`src/load_switch_sense_and_fault_unit_assert.svh`:
```
// ----------------------------------------------------------------------------
// load switch supervisor assertion macros
// shared property forms for the unit's concurrent checks
// ----------------------------------------------------------------------------
`ifndef LOAD_SWITCH_SENSE_AND_FAULT_UNIT_ASSERT_SVH
`define LOAD_SWITCH_SENSE_AND_FAULT_UNIT_ASSERT_SVH

// same-cycle implication, sampled on clk, off during reset
`define LSSF_ASSERT_NOW(label, ante, cons, msg) \
    label: assert property (@(posedge clk) disable iff (!rst_n) (ante) |-> (cons)) \
        else $error(msg);

// next-cycle implication, sampled on clk, off during reset
`define LSSF_ASSERT_NEXT(label, ante, cons, msg) \
    label: assert property (@(posedge clk) disable iff (!rst_n) (ante) |=> (cons)) \
        else $error(msg);

`endif

```
`src/lssf_pkg.sv`:
```
// ----------------------------------------------------------------------------
// lssf_pkg
// shared types and codes of the load switch supervisor
// ----------------------------------------------------------------------------
package lssf_pkg;

    localparam int MV_W   = 16;
    localparam int CUR_W  = 16;
    localparam int CFG_W  = 16;
    localparam int IDX_W  = 3;
    localparam int PROD_W = 2 * MV_W;

    // opcodes of an input word
    localparam logic [1:0] OP_SAMPLE  = 2'd0;
    localparam logic [1:0] OP_TICK    = 2'd1;
    localparam logic [1:0] OP_ENABLE  = 2'd2;
    localparam logic [1:0] OP_DISABLE = 2'd3;

    // result status codes
    localparam logic [1:0] STAT_OK      = 2'd0;
    localparam logic [1:0] STAT_FAULT   = 2'd1;
    localparam logic [1:0] STAT_REFUSED = 2'd2;

    // register indexes
    localparam logic [IDX_W-1:0] REG_FAULT_THR  = 3'd0;
    localparam logic [IDX_W-1:0] REG_LEAK_THR   = 3'd1;
    localparam logic [IDX_W-1:0] REG_GAIN       = 3'd2;
    localparam logic [IDX_W-1:0] REG_RESISTOR   = 3'd3;
    localparam logic [IDX_W-1:0] REG_BIAS       = 3'd4;
    localparam logic [IDX_W-1:0] REG_RESTART    = 3'd5;

    typedef struct packed {
        logic [1:0]      opcode;
        logic [MV_W-1:0] sense_mv;
    } req_word_t;

    typedef struct packed {
        logic [1:0]       status;
        logic [CUR_W-1:0] current_value;
        logic             output_on;
        logic             fault_active;
    } rsp_word_t;

endpackage

```
`src/lssf_mul.sv`:
```
// ----------------------------------------------------------------------------
// lssf_mul
// bit-serial shift-add multiplier, one multiplier bit per cycle
// ----------------------------------------------------------------------------
module lssf_mul (
    input  logic                            clk,
    input  logic                            rst_n,
    input  logic                            start,
    input  logic [lssf_pkg::MV_W-1:0]       mcand,
    input  logic [lssf_pkg::MV_W-1:0]       mplier,
    output logic                            done,
    output logic [lssf_pkg::PROD_W-1:0]     product
);

    localparam int W = lssf_pkg::MV_W;

    logic [2*W:0]         p_reg;
    logic [2*W:0]         p_next;
    logic [W-1:0]         mcand_reg;
    logic [$clog2(W)-1:0] cnt_reg;
    logic                 busy_reg;
    logic                 done_reg;
    logic [W:0]           upper_sum;

    // add the multiplicand into the upper half when the low bit is set
    always_comb
    begin
        if (p_reg[0])
        begin
            upper_sum = {1'b0, p_reg[2*W-1:W]} + {1'b0, mcand_reg};
        end
        else
        begin
            upper_sum = {1'b0, p_reg[2*W-1:W]};
        end
        p_next = {1'b0, upper_sum, p_reg[W-1:1]};
    end

    // control: counts W steps after start
    always_ff @(posedge clk or negedge rst_n)
    begin
        if (!rst_n)
        begin
            busy_reg <= 1'b0;
            cnt_reg  <= '0;
            done_reg <= 1'b0;
        end
        else
        begin
            done_reg <= busy_reg && (cnt_reg == $clog2(W)'(W - 1));
            if (start)
            begin
                busy_reg <= 1'b1;
                cnt_reg  <= '0;
            end
            else if (busy_reg)
            begin
                cnt_reg <= cnt_reg + 1'b1;
                if (cnt_reg == $clog2(W)'(W - 1))
                begin
                    busy_reg <= 1'b0;
                end
            end
        end
    end

    // datapath
    always_ff @(posedge clk)
    begin
        if (start)
        begin
            p_reg     <= {{(W + 1){1'b0}}, mplier};
            mcand_reg <= mcand;
        end
        else if (busy_reg)
        begin
            p_reg <= p_next;
        end
    end

    assign done    = done_reg;
    assign product = p_reg[2*W-1:0];

endmodule

```
`src/lssf_div.sv`:
```
// ----------------------------------------------------------------------------
// lssf_div
// radix-2 restoring divider, one quotient bit per cycle
// ----------------------------------------------------------------------------
module lssf_div (
    input  logic                            clk,
    input  logic                            rst_n,
    input  logic                            start,
    input  logic [lssf_pkg::PROD_W-1:0]     dividend,
    input  logic [lssf_pkg::MV_W-1:0]       divisor,
    output logic                            done,
    output logic [lssf_pkg::PROD_W-1:0]     quotient
);

    localparam int QW = lssf_pkg::PROD_W;
    localparam int DW = lssf_pkg::MV_W;

    logic [QW-1:0]         q_reg;
    logic [DW-1:0]         r_reg;
    logic [DW-1:0]         d_reg;
    logic [$clog2(QW)-1:0] cnt_reg;
    logic                  busy_reg;
    logic                  done_reg;
    logic [DW:0]           trial;
    logic [DW+1:0]         diff;
    logic                  q_bit;
    logic [DW-1:0]         r_next;

    // shift in the next dividend bit and try the subtract
    always_comb
    begin
        trial = {r_reg, q_reg[QW-1]};
        diff  = {1'b0, trial} - {2'b00, d_reg};
        q_bit = ~diff[DW+1];
        if (q_bit)
        begin
            r_next = diff[DW-1:0];
        end
        else
        begin
            r_next = trial[DW-1:0];
        end
    end

    // control: counts QW steps after start
    always_ff @(posedge clk or negedge rst_n)
    begin
        if (!rst_n)
        begin
            busy_reg <= 1'b0;
            cnt_reg  <= '0;
            done_reg <= 1'b0;
        end
        else
        begin
            done_reg <= busy_reg && (cnt_reg == $clog2(QW)'(QW - 1));
            if (start)
            begin
                busy_reg <= 1'b1;
                cnt_reg  <= '0;
            end
            else if (busy_reg)
            begin
                cnt_reg <= cnt_reg + 1'b1;
                if (cnt_reg == $clog2(QW)'(QW - 1))
                begin
                    busy_reg <= 1'b0;
                end
            end
        end
    end

    // datapath, divisor of zero treated as one
    always_ff @(posedge clk)
    begin
        if (start)
        begin
            q_reg <= dividend;
            r_reg <= '0;
            d_reg <= (divisor == '0) ? DW'(1) : divisor;
        end
        else if (busy_reg)
        begin
            q_reg <= {q_reg[QW-2:0], q_bit};
            r_reg <= r_next;
        end
    end

    assign done     = done_reg;
    assign quotient = q_reg;

endmodule

```
`src/load_switch_sense_and_fault_unit.sv`:
```
// ----------------------------------------------------------------------------
// load_switch_sense_and_fault_unit
// load switch supervisor: fault detection, restart timing, current readout
// ----------------------------------------------------------------------------
// Takes one word at a time and returns exactly one result word for each.
// Ticks, enable and disable requests, fault samples and samples at or below
// the leakage threshold go from the accept straight to the output register
// write. A sample that needs conversion passes from the accept through the
// bit-serial multiplier for sense_mv * sense_gain, a handoff to the radix-2
// divider for the 32-bit product over sense_resistor, then the capture of the
// clamped current and the output write. Every output write waits while an
// untaken result holds the output register. A new word is accepted as soon as
// the previous one sits in the output register, even if that result has not yet been taken.
module load_switch_sense_and_fault_unit (
    input  logic                               clk,
    input  logic                               rst_n,
    input  logic                               req_valid,
    output logic                               req_ready,
    input  lssf_pkg::req_word_t                req,
    output logic                               rsp_valid,
    input  logic                               rsp_ready,
    output lssf_pkg::rsp_word_t                rsp,
    input  logic                               cfg_we,
    input  logic [lssf_pkg::IDX_W-1:0]         cfg_index,
    input  logic [lssf_pkg::CFG_W-1:0]         cfg_data
);

    localparam int W  = lssf_pkg::MV_W;
    localparam int PW = lssf_pkg::PROD_W;

    localparam logic [1:0] ST_IDLE = 2'd0;
    localparam logic [1:0] ST_MUL  = 2'd1;
    localparam logic [1:0] ST_DIV  = 2'd2;
    localparam logic [1:0] ST_WB   = 2'd3;

    // configuration registers
    logic [W-1:0]        fault_thr_reg;
    logic [W-1:0]        leak_thr_reg;
    logic [W-1:0]        gain_reg;
    logic [W-1:0]        resistor_reg;
    logic signed [W-1:0] bias_reg;
    logic [W-1:0]        restart_reg;

    // supervisor state
    logic         enable_reg,  enable_next;
    logic         fault_reg,   fault_next;
    logic         restore_reg, restore_next;
    logic [W-1:0] count_reg,   count_next;

    logic [1:0]   state_reg;
    logic [1:0]   status_reg,  status_next;
    logic [lssf_pkg::CUR_W-1:0] cur_reg;
    logic         conv_needed;

    logic                 rsp_valid_reg;
    lssf_pkg::rsp_word_t  rsp_reg;

    logic                 accept;
    logic                 mul_done;
    logic [PW-1:0]        product;
    logic                 div_done;
    logic [PW-1:0]        quotient;
    logic signed [PW+1:0] biased;
    logic [lssf_pkg::CUR_W-1:0] cur_clamped;
    logic                 wb_fire;

    assign req_ready = (state_reg == ST_IDLE);
    assign accept    = req_valid && req_ready;
    assign wb_fire   = (state_reg == ST_WB) && (!rsp_valid_reg || rsp_ready);

    // configuration writes
    always_ff @(posedge clk or negedge rst_n)
    begin
        if (!rst_n)
        begin
            fault_thr_reg <= '1;
            leak_thr_reg  <= '0;
            gain_reg      <= W'(1);
            resistor_reg  <= W'(1);
            bias_reg      <= '0;
            restart_reg   <= W'(1);
        end
        else if (cfg_we)
        begin
            case (cfg_index)
                lssf_pkg::REG_FAULT_THR: fault_thr_reg <= cfg_data;
                lssf_pkg::REG_LEAK_THR:  leak_thr_reg  <= cfg_data;
                lssf_pkg::REG_GAIN:      gain_reg      <= cfg_data;
                lssf_pkg::REG_RESISTOR:  resistor_reg  <= cfg_data;
                lssf_pkg::REG_BIAS:      bias_reg      <= $signed(cfg_data);
                lssf_pkg::REG_RESTART:   restart_reg   <= cfg_data;
                default: ;
            endcase
        end
    end

    // decode of an accepted word and its effect on the supervisor state
    always_comb
    begin
        enable_next  = enable_reg;
        fault_next   = fault_reg;
        restore_next = restore_reg;
        count_next   = count_reg;
        status_next  = lssf_pkg::STAT_OK;
        conv_needed  = 1'b0;
        case (req.opcode)
            lssf_pkg::OP_SAMPLE:
            begin
                if (req.sense_mv >= fault_thr_reg)
                begin
                    status_next = lssf_pkg::STAT_FAULT;
                    if (!fault_reg)
                    begin
                        fault_next   = 1'b1;
                        count_next   = restart_reg;
                        restore_next = enable_reg;
                        enable_next  = 1'b0;
                    end
                end
                else if (req.sense_mv > leak_thr_reg)
                begin
                    conv_needed = 1'b1;
                end
            end
            lssf_pkg::OP_TICK:
            begin
                if (fault_reg)
                begin
                    if (count_reg <= W'(1))
                    begin
                        count_next   = '0;
                        fault_next   = 1'b0;
                        enable_next  = enable_reg | restore_reg;
                        restore_next = 1'b0;
                    end
                    else
                    begin
                        count_next = count_reg - 1'b1;
                    end
                end
            end
            lssf_pkg::OP_ENABLE:
            begin
                if (fault_reg)
                begin
                    status_next = lssf_pkg::STAT_REFUSED;
                end
                else
                begin
                    enable_next = 1'b1;
                end
            end
            lssf_pkg::OP_DISABLE:
            begin
                enable_next  = 1'b0;
                restore_next = 1'b0;
            end
            default: ;
        endcase
    end

    // quotient minus bias, clamped to the output range
    always_comb
    begin
        biased = $signed({2'b00, quotient}) - (PW + 2)'(bias_reg);
        if (biased[PW+1])
        begin
            cur_clamped = '0;
        end
        else if (biased[PW:lssf_pkg::CUR_W] != '0)
        begin
            cur_clamped = '1;
        end
        else
        begin
            cur_clamped = biased[lssf_pkg::CUR_W-1:0];
        end
    end

    lssf_mul u_mul (
        .clk     (clk),
        .rst_n   (rst_n),
        .start   (accept && conv_needed),
        .mcand   (gain_reg),
        .mplier  (req.sense_mv),
        .done    (mul_done),
        .product (product)
    );

    lssf_div u_div (
        .clk      (clk),
        .rst_n    (rst_n),
        .start    ((state_reg == ST_MUL) && mul_done),
        .dividend (product),
        .divisor  (resistor_reg),
        .done     (div_done),
        .quotient (quotient)
    );

    // sequencer and supervisor state
    always_ff @(posedge clk or negedge rst_n)
    begin
        if (!rst_n)
        begin
            state_reg   <= ST_IDLE;
            enable_reg  <= 1'b0;
            fault_reg   <= 1'b0;
            restore_reg <= 1'b0;
            count_reg   <= '0;
        end
        else
        begin
            case (state_reg)
                ST_IDLE:
                begin
                    if (accept)
                    begin
                        enable_reg  <= enable_next;
                        fault_reg   <= fault_next;
                        restore_reg <= restore_next;
                        count_reg   <= count_next;
                        state_reg   <= conv_needed ? ST_MUL : ST_WB;
                    end
                end
                ST_MUL:
                begin
                    if (mul_done)
                    begin
                        state_reg <= ST_DIV;
                    end
                end
                ST_DIV:
                begin
                    if (div_done)
                    begin
                        state_reg <= ST_WB;
                    end
                end
                ST_WB:
                begin
                    if (wb_fire)
                    begin
                        state_reg <= ST_IDLE;
                    end
                end
                default: state_reg <= ST_IDLE;
            endcase
        end
    end

    // result fields held until write-back
    always_ff @(posedge clk)
    begin
        if (accept)
        begin
            status_reg <= status_next;
            cur_reg    <= '0;
        end
        else if ((state_reg == ST_DIV) && div_done)
        begin
            cur_reg <= cur_clamped;
        end
    end

    // output register
    always_ff @(posedge clk or negedge rst_n)
    begin
        if (!rst_n)
        begin
            rsp_valid_reg <= 1'b0;
        end
        else if (wb_fire)
        begin
            rsp_valid_reg <= 1'b1;
        end
        else if (rsp_ready)
        begin
            rsp_valid_reg <= 1'b0;
        end
    end

    always_ff @(posedge clk)
    begin
        if (wb_fire)
        begin
            rsp_reg.status        <= status_reg;
            rsp_reg.current_value <= cur_reg;
            rsp_reg.output_on     <= enable_reg;
            rsp_reg.fault_active  <= fault_reg;
        end
    end

    assign rsp_valid = rsp_valid_reg;
    assign rsp       = rsp_reg;

    // checks
    `include "load_switch_sense_and_fault_unit_assert.svh"

    `LSSF_ASSERT_NOW(a_restore_only_in_fault, restore_reg, fault_reg, "restore pending without fault")
    `LSSF_ASSERT_NOW(a_restore_means_off, restore_reg, !enable_reg, "restore pending while output on")
    `LSSF_ASSERT_NEXT(a_mul_to_div, (state_reg == ST_MUL) && mul_done, state_reg == ST_DIV, "multiply did not hand off")
    `LSSF_ASSERT_NOW(a_current_only_ok, rsp_valid && (rsp.status != lssf_pkg::STAT_OK), rsp.current_value == '0, "current on non-ok result")

endmodule
```
`config.mk`:
```
export PLATFORM = sky130hd
export DESIGN_NAME = load_switch_sense_and_fault_unit
export DESIGN_NICKNAME = d
export VERILOG_FILES = /design/src/lssf_pkg.sv /design/src/lssf_mul.sv /design/src/lssf_div.sv /design/src/load_switch_sense_and_fault_unit.sv
export VERILOG_INCLUDE_DIRS = /design/src /design/src/src
export SDC_FILE = /design/constraint.sdc
export NUM_CORES = 1
export LEC_CHECK = 0
export ABC_CLOCK_PERIOD_IN_PS = 5360
export CAP_MARGIN = 20
export CORE_MARGIN = 3
export CORE_UTILIZATION = 40
export CTS_CLUSTER_SIZE = 12
export DETAILED_ROUTE_END_ITERATION = 12
export DONT_BUFFER_PORTS = 1
export PLACE_DENSITY = 0.56
export SLEW_MARGIN = 20
export SYNTH_ARGS = -nofsm -noshare
export SYNTH_HDL_FRONTEND = slang
export SYNTH_SLANG_ARGS = --single-unit
```
`constraint.sdc`:
```
create_clock -name clk -period 5.36 [get_ports clk]
set_clock_uncertainty 0.2 [all_clocks]
set_input_delay 1.608 -clock clk [delete_from_list [all_inputs] [get_ports clk]]
set_output_delay 1.608 -clock clk [all_outputs]
set_load 0.02 [all_outputs]
```
== After elaboration in Yosys (flattened, before gate mapping) ==
Cells that the tools add are included.

* Register bits: 281
* Input bits: 42
* Output and inout port bits: 22

* $add $sub $neg: 6
* Order comparisons: 3
* Equality and inequality tests: 22
* Muxes and demuxes: 52
* Bitwise gates (word level): 2
* Reductions and logical operators: 30

{| class="wikitable"
|+ Operator list
! cell !! count
|-
| $mux W16 || 9
|-
| $mux W32 || 2
|-
| $sub A33 B16 Y34 || 1
|-
| $pmux W16 S2 || 1
|-
| $mux W1 || 24
|-
| $sub A17 B16 Y18 || 1
|-
| $add A16 B16 Y17 || 1
|-
| $mux W17 || 1
|-
| $reduce_bool A17 Y1 || 1
|-
| $ge A16 B16 Y1 || 1
|-
| $gt A16 B16 Y1 || 1
|-
| $le A16 B1 Y1 const B || 1
|-
| $logic_not A16 Y1 || 1
|-
| $sub A16 B1 Y16 const B || 1
|-
| $reduce_and A7 Y1 || 2
|-
| $mux W2 || 6
|-
| $ne A2 B2 Y1 const B || 6
|-
| $reduce_and A2 Y1 || 6
|-
| $mux W5 || 2
|-
| $eq A2 B2 Y1 const B || 4
|-
| $mux W4 || 2
|-
| $pmux W2 S4 || 1
|-
| $reduce_and A4 Y1 || 2
|-
| $reduce_bool A2 Y1 || 4
|-
| 22 further kinds || 34
|}

== Logic depth before layout (Yosys ltp) ==
* Depth in word-level cells: 7
* Mapped depth: 15
* Gate-level depth less buffers: 13

== Hierarchy ==
A second synthesis with hierarchy kept.

* Cell total of the unflattened synthesis: 1542
* Area total of the unflattened synthesis: 16032.9 µm²

{| class="wikitable"
|+ By module, submodules not included
! module !! instances !! cells each !! area each (µm²) !! sequential area each (µm²)
|-
| load_switch_sense_and_fault_unit || 1 || 940 || 9237.6 || 3957.5
|-
| lssf_div || 1 || 347 || 3877.5 || 1936.9
|-
| lssf_mul || 1 || 255 || 2917.8 || 1431.4
|}

== Least setup slack after synthesis ==
OpenSTA, ideal clock, no wires.

* Kind: input-to-reg
* Start: input req[0] (netlist bit)
* End: register u_mul.mcand_reg[0], enable pin
* Setup time: 0.387 ns
* Arrival: 4.179 ns
* Setup slack: 0.594 ns
* Stages: 12
* Path buffers: 1
* Cells stage by stage: inv_1 ha_1 nand2b_1 a21o_1 a21o_1 a21oi_1 o211a_1 o21ai_1 a211oi_1 o311a_1 and2_1 clkbuf_1

* Cells in the longest elaborated chain, start to end: 5
* Elaborated cells on any way between the ends: 6
* Classes of those cells: order compare: 2; mux: 3; reduce/logical: 1

{| class="wikitable"
|+ Ends and longest elaborated chain
! item !! line !! text
|-
| from (decl) || load_switch_sense_and_fault_unit.sv:19 || <nowiki>input lssf_pkg::req_word_t req,</nowiki>
|-
| $gt A16 B16 Y1 || load_switch_sense_and_fault_unit.sv:120 || <nowiki>else if (req.sense_mv > leak_thr_reg)</nowiki>
|-
| $mux W1 || load_switch_sense_and_fault_unit.sv:120 ||
|-
| $mux W1 * || load_switch_sense_and_fault_unit.sv:109 || <nowiki>if (req.sense_mv >= fault_thr_reg)</nowiki>
|-
| $mux W1 * || load_switch_sense_and_fault_unit.sv:106 || <nowiki>case (req.opcode)</nowiki>
|-
| $logic_and A1 B1 Y1 * || load_switch_sense_and_fault_unit.sv:183 || <nowiki>.start (accept && conv_needed),</nowiki>
|-
| via u_mul.start || lssf_mul.sv:8 || <nowiki>input logic start,</nowiki>
|-
| to (signal assigned) || lssf_mul.sv:73 || <nowiki>mcand_reg <= mcand;</nowiki>
|-
| to (decl) || lssf_mul.sv:19 || <nowiki>logic [W-1:0] mcand_reg;</nowiki>
|}

The timed path passes the listed nets; every way through them passes the cells marked *.
A chain may end at the register's enable or synchronous reset.

== Worst setup path in the final report ==
* Start: register bias_reg[15]
* End: register cur_reg[14] (netlist bit)

* Cells in the longest elaborated chain, start to end: 4

{| class="wikitable"
|+ Ends and longest elaborated chain
! item !! line !! text
|-
| from (decl) || load_switch_sense_and_fault_unit.sv:41 || <nowiki>logic signed [W-1:0] bias_reg;</nowiki>
|-
| from (signal assigned) || load_switch_sense_and_fault_unit.sv:90 || <nowiki>lssf_pkg::REG_BIAS: bias_reg <= $signed(cfg_data);</nowiki>
|-
| $sub A33 B16 Y34 * || load_switch_sense_and_fault_unit.sv:165 || <nowiki>biased = $signed({2'b00, quotient}) - (PW + 2)'(bias_reg);</nowiki>
|-
| $reduce_bool A17 Y1 || load_switch_sense_and_fault_unit.sv:170 || <nowiki>else if (biased[PW:lssf_pkg::CUR_W] != '0)</nowiki>
|-
| $mux W16 || load_switch_sense_and_fault_unit.sv:170 ||
|-
| $mux W16 * || load_switch_sense_and_fault_unit.sv:166 || <nowiki>if (biased[PW+1])</nowiki>
|-
| to (signal assigned) || load_switch_sense_and_fault_unit.sv:261 || <nowiki>cur_reg <= cur_clamped;</nowiki>
|-
| to (decl) || load_switch_sense_and_fault_unit.sv:52 || <nowiki>logic [lssf_pkg::CUR_W-1:0] cur_reg;</nowiki>
|}

Every way passes the cells marked *; elsewhere a longest branch is shown, timed or not.

==> results.py <==
metrics = {
    "synthesis": {
        "yosysMostFrequentCell": "nand2_1",
        "synth_common_cells": "nand2_1 (201), nor2_1 (115), o21ai_0 (114)",
        "yosys_warnings": 0,
        "yosys.area.top_type": "edfxtp_1",
        "synth_area_um2": 15530,
        "synth_seq_area_share": 0.4718,
        "ys_top_cells_by_area": "edfxtp_1 (20%), dfrtp_1 (18%), ha_1 (8.9%)",
        "synthCells": 1573,
        "yosysTopAreaCellShare": 0.1972,
        "yosys_register_bits": 281,
        "synth-edff-count": 102,
        "syn_area_per_cell_um2": 9.872,
        "synthArstFlopShare": 0.4662,
        "ys.flop_type": "dfrtp_1",
        "synth_nets": 1728,
        "ys_types": 75,
    },
    "place": {
        "dp_cells": 2019,
        "place_congestion": 0.8221,
        "port_buffers": 0,
        "hpwlAfterDp_um": 27220,
    },
    "pwr": {
        "p_sw_w": 0.001498,
        "power_density_nw_per_um2": 326.0,
        "ir_drop_mv": 0.1930,
        "p_sw_frac": 0.2701,
        "pwr-share-comb": 0.167,
        "p_int_w": 0.004049,
        "seqPwrFrac": 0.447,
        "clockPowerShare": 0.387,
        "leakage_nw": 7.154,
    },
    "sta": {
        "hold_viol": 0,
        "report.final.slew_viol_count": 0,
        "fmax_mhz": 221.1,
        "setup_viol": 0,
        "worstMarginPinSlew_ns": 0.9575,
        "relSlewSlack": 0.3616,
        "final.min_clock_period_ns": 4.522,
        "period_share": 0.8436,
        "rsz0062_at_grt": "false",
        "fin_setup_tns_ns": 0,
    },
    "cts": {
        "cts_resized": 0,
        "clock_sinks": 281,
        "h-tree-depth": 2,
        "clockBufferDepth": 3,
        "post-cts-setup-buffer-count": 0,
        "holdBufCountCts": 0,
        "cts_tree": "built",
        "clk_latency_ns": 0.52,
        "cts.clk_slew.worst_paths_ns": 0.06,
        "cts_root_buf": "clkbuf_16",
        "cts_made_buffers": 34,
    },
    "worst_setup_path": {
        "critPathMaxStageDelay_ns": 0.49,
        "crit_arrival_ns": 4.72,
        "crit_path_start_kind": "flip-flop",
        "critical-path-top-delay-family": "simple AND/OR/NAND/NOR gates",
        "cp-end-kind": "flip-flop",
        "path_class": "flip-flop to flip-flop",
        "crit_buf_inv": 3,
        "critPathMaxFanout": 12,
        "crit_chain": "inv_1 -> buf_4 -> ha_1 -> nand2_1 -> o221ai_1 -> o221ai_1 -> nor4_1 -> o2111ai_1 -> nor3_1 -> or4b_1 -> nor4_2 -> nor2_1 -> buf_4 -> a221o_1",
        "worst_path_max_delay_cell": "dfrtp_1",
        "cp.required_ns": 5.55,
    },
    "drt": {
        "first_iter_violations": 744,
        "dr.pass1.iters": 5,
        "drc": 0,
        "routed_wl_um": 37610,
        "viasPerCell": 5.382,
        "drtAntennaViolNets": 0,
        "wl_per_cell_um": 18.07,
        "via_count": 11200,
    },
    "cells_and_area": {
        "num-fill-cells": 3635,
        "layout-drive-gt1-share": 0.09809,
        "synthToLayoutAreaGrowth_pct": 9.572,
        "fin_nets": 1699,
        "diodes": 0,
        "fin_cells": 2081,
    },
    "die": {
        "rows": 71,
        "die_y_um": 203.0,
        "boundaryPins": 64,
        "dieWidth_um": 203.0,
        "dieArea_um2": 41220,
        "start_util": 0.4094,
        "coreArea_um2": 37930,
    },
    "global_route": {
        "first_global_vias": 10910,
        "overflow": 0,
        "grt_pass1_wl_um": 61180,
        "grt_start_max_net_pins": 132,
        "antenna_found_initial": 0,
        "global_route.usage.total": 0.1851,
    },
    "outcome": {
        "outcome": "completed",
    },
    "run": {
        "cap_viol_max_count": 0,
    },
    "hold_path": {
        "hold_path_class": "flip-flop to flip-flop",
    },
}
cells by family (layout without fill, tap and decap cells):
| group | Yosys count | after routing | synth area share |
|---|---|---|---|
| and+or+nand+nor | 470 | 470 | 0.1376 |
| AOI/OAI and AO/OA | 397 | 397 | 0.1638 |
| DFF | 281 | 281 | 0.4718 |
| buffers and inverters | 175 | 172 | 0.04375 |
| adders and majority gates | 113 | 113 | 0.09250 |
| muxes | 93 | 93 | 0.06575 |
| xor gates and xnor gates | 44 | 44 | 0.02482 |
layout by cell type (no fill, tap or decap), types with 7 or more instances in the layout:
cell type,netlist,routed
or3_1,9,9
dfrtp_1,112,111
nor4_1,9,9
nor3_1,32,31
mux2_1,17,17
nand2_1,201,201
a31oi_1,13,13
mux2i_1,21,21
buf_4,0,15
a21o_1,31,31
nand3_1,20,20
clkbuf_1,68,7
xor2_1,18,18
and2_1,10,9
nand4_1,11,11
ha_1,110,110
o211ai_1,9,9
o21bai_1,9,9
inv_1,95,94
and3_1,10,10
a221o_1,12,12
xnor2_1,26,26
a211oi_1,33,33
nand2b_1,15,15
clkbuf_16,0,34
nor2_1,115,115
nor2b_1,12,12
a32oi_1,7,7
a21oi_1,91,91
dfxtp_1,48,48
mux2_2,55,55
dfstp_2,19,19
o21ai_0,114,114
o21a_1,19,19
edfxtp_1,102,102
cell type report:
cell class              instances  area, um2  share of cell area
inverters                      95      356.6             0.02096
well taps                     511      639.4             0.03758
clock inverters                20      153.9            0.009045
repair buffers                 15      112.6            0.006618
flip-flops and latches        281       7327              0.4306
clock buffers                  42      890.9             0.05236
multi-input cells            1117       7535              0.4428
layer usage:
| layer | track usage | part of all wire | vias to the layer above |
|---|---|---|---|
| met5 | 0 | 0 | - |
| met4 | 0.05236 | 0.024 | 0 |
| met3 | 0.03704 | 0.052 | 51 |
| met2 | 0.2896 | 0.44 | 220 |
| met1 | 0.2624 | 0.48 | 5320 |
| li1 | - | - | 5608 |
final timing paths:
path | from | endpoint | slack (ns) | depth (start not counted)
min in group asynchronous | rst_n | resistor_reg[10] | 0.58 | 0
min | status_reg[1] | rsp[19] | 0.22 | 0
max in group asynchronous | rst_n | fault_thr_reg[10] | 4.07 | 0
max | bias_reg[15] | cur_reg[14] | 0.84 | 14
max reg2reg | bias_reg[15] | cur_reg[14] | 0.84 | 14
min reg2reg | status_reg[1] | rsp[19] | 0.22 | 0
metrics by stage:
| step | utilization | total power, W | hold slack [ns] | area (um2) | setup WS (ns) |
|---|---|---|---|---|---|
| floorplan | - | 0.003242 | 0.2003 | 15530 | 0.5940 |
| global placement | 0.4210 | 0.003424 | 0.2081 | 15970 | 0.5239 |
| detailed placement | 0.4210 | 0.003435 | 0.2081 | 15970 | 0.4328 |
| CTS | 0.4485 | 0.005617 | 0.2213 | 17010 | 0.8446 |
| global route | 0.4486 | 0.005846 | 0.2369 | 17020 | 0.4256 |
| finish | 0.4486 | 0.005548 | 0.2198 | 17020 | 0.8381 |
power by group through the flow:
stage,Clock (W),Sequential [W],Combinational [W]
after floorplan,0,0.00249,0.000750
after global placement,0,0.00252,0.000908
after detailed placement,0,0.00252,0.000916
after CTS,0.00222,0.00248,0.000922
after global routing,0.00230,0.00250,0.00105
final,0.00215,0.00248,0.000924
Note: power is estimated with default switching activity, not from simulation.
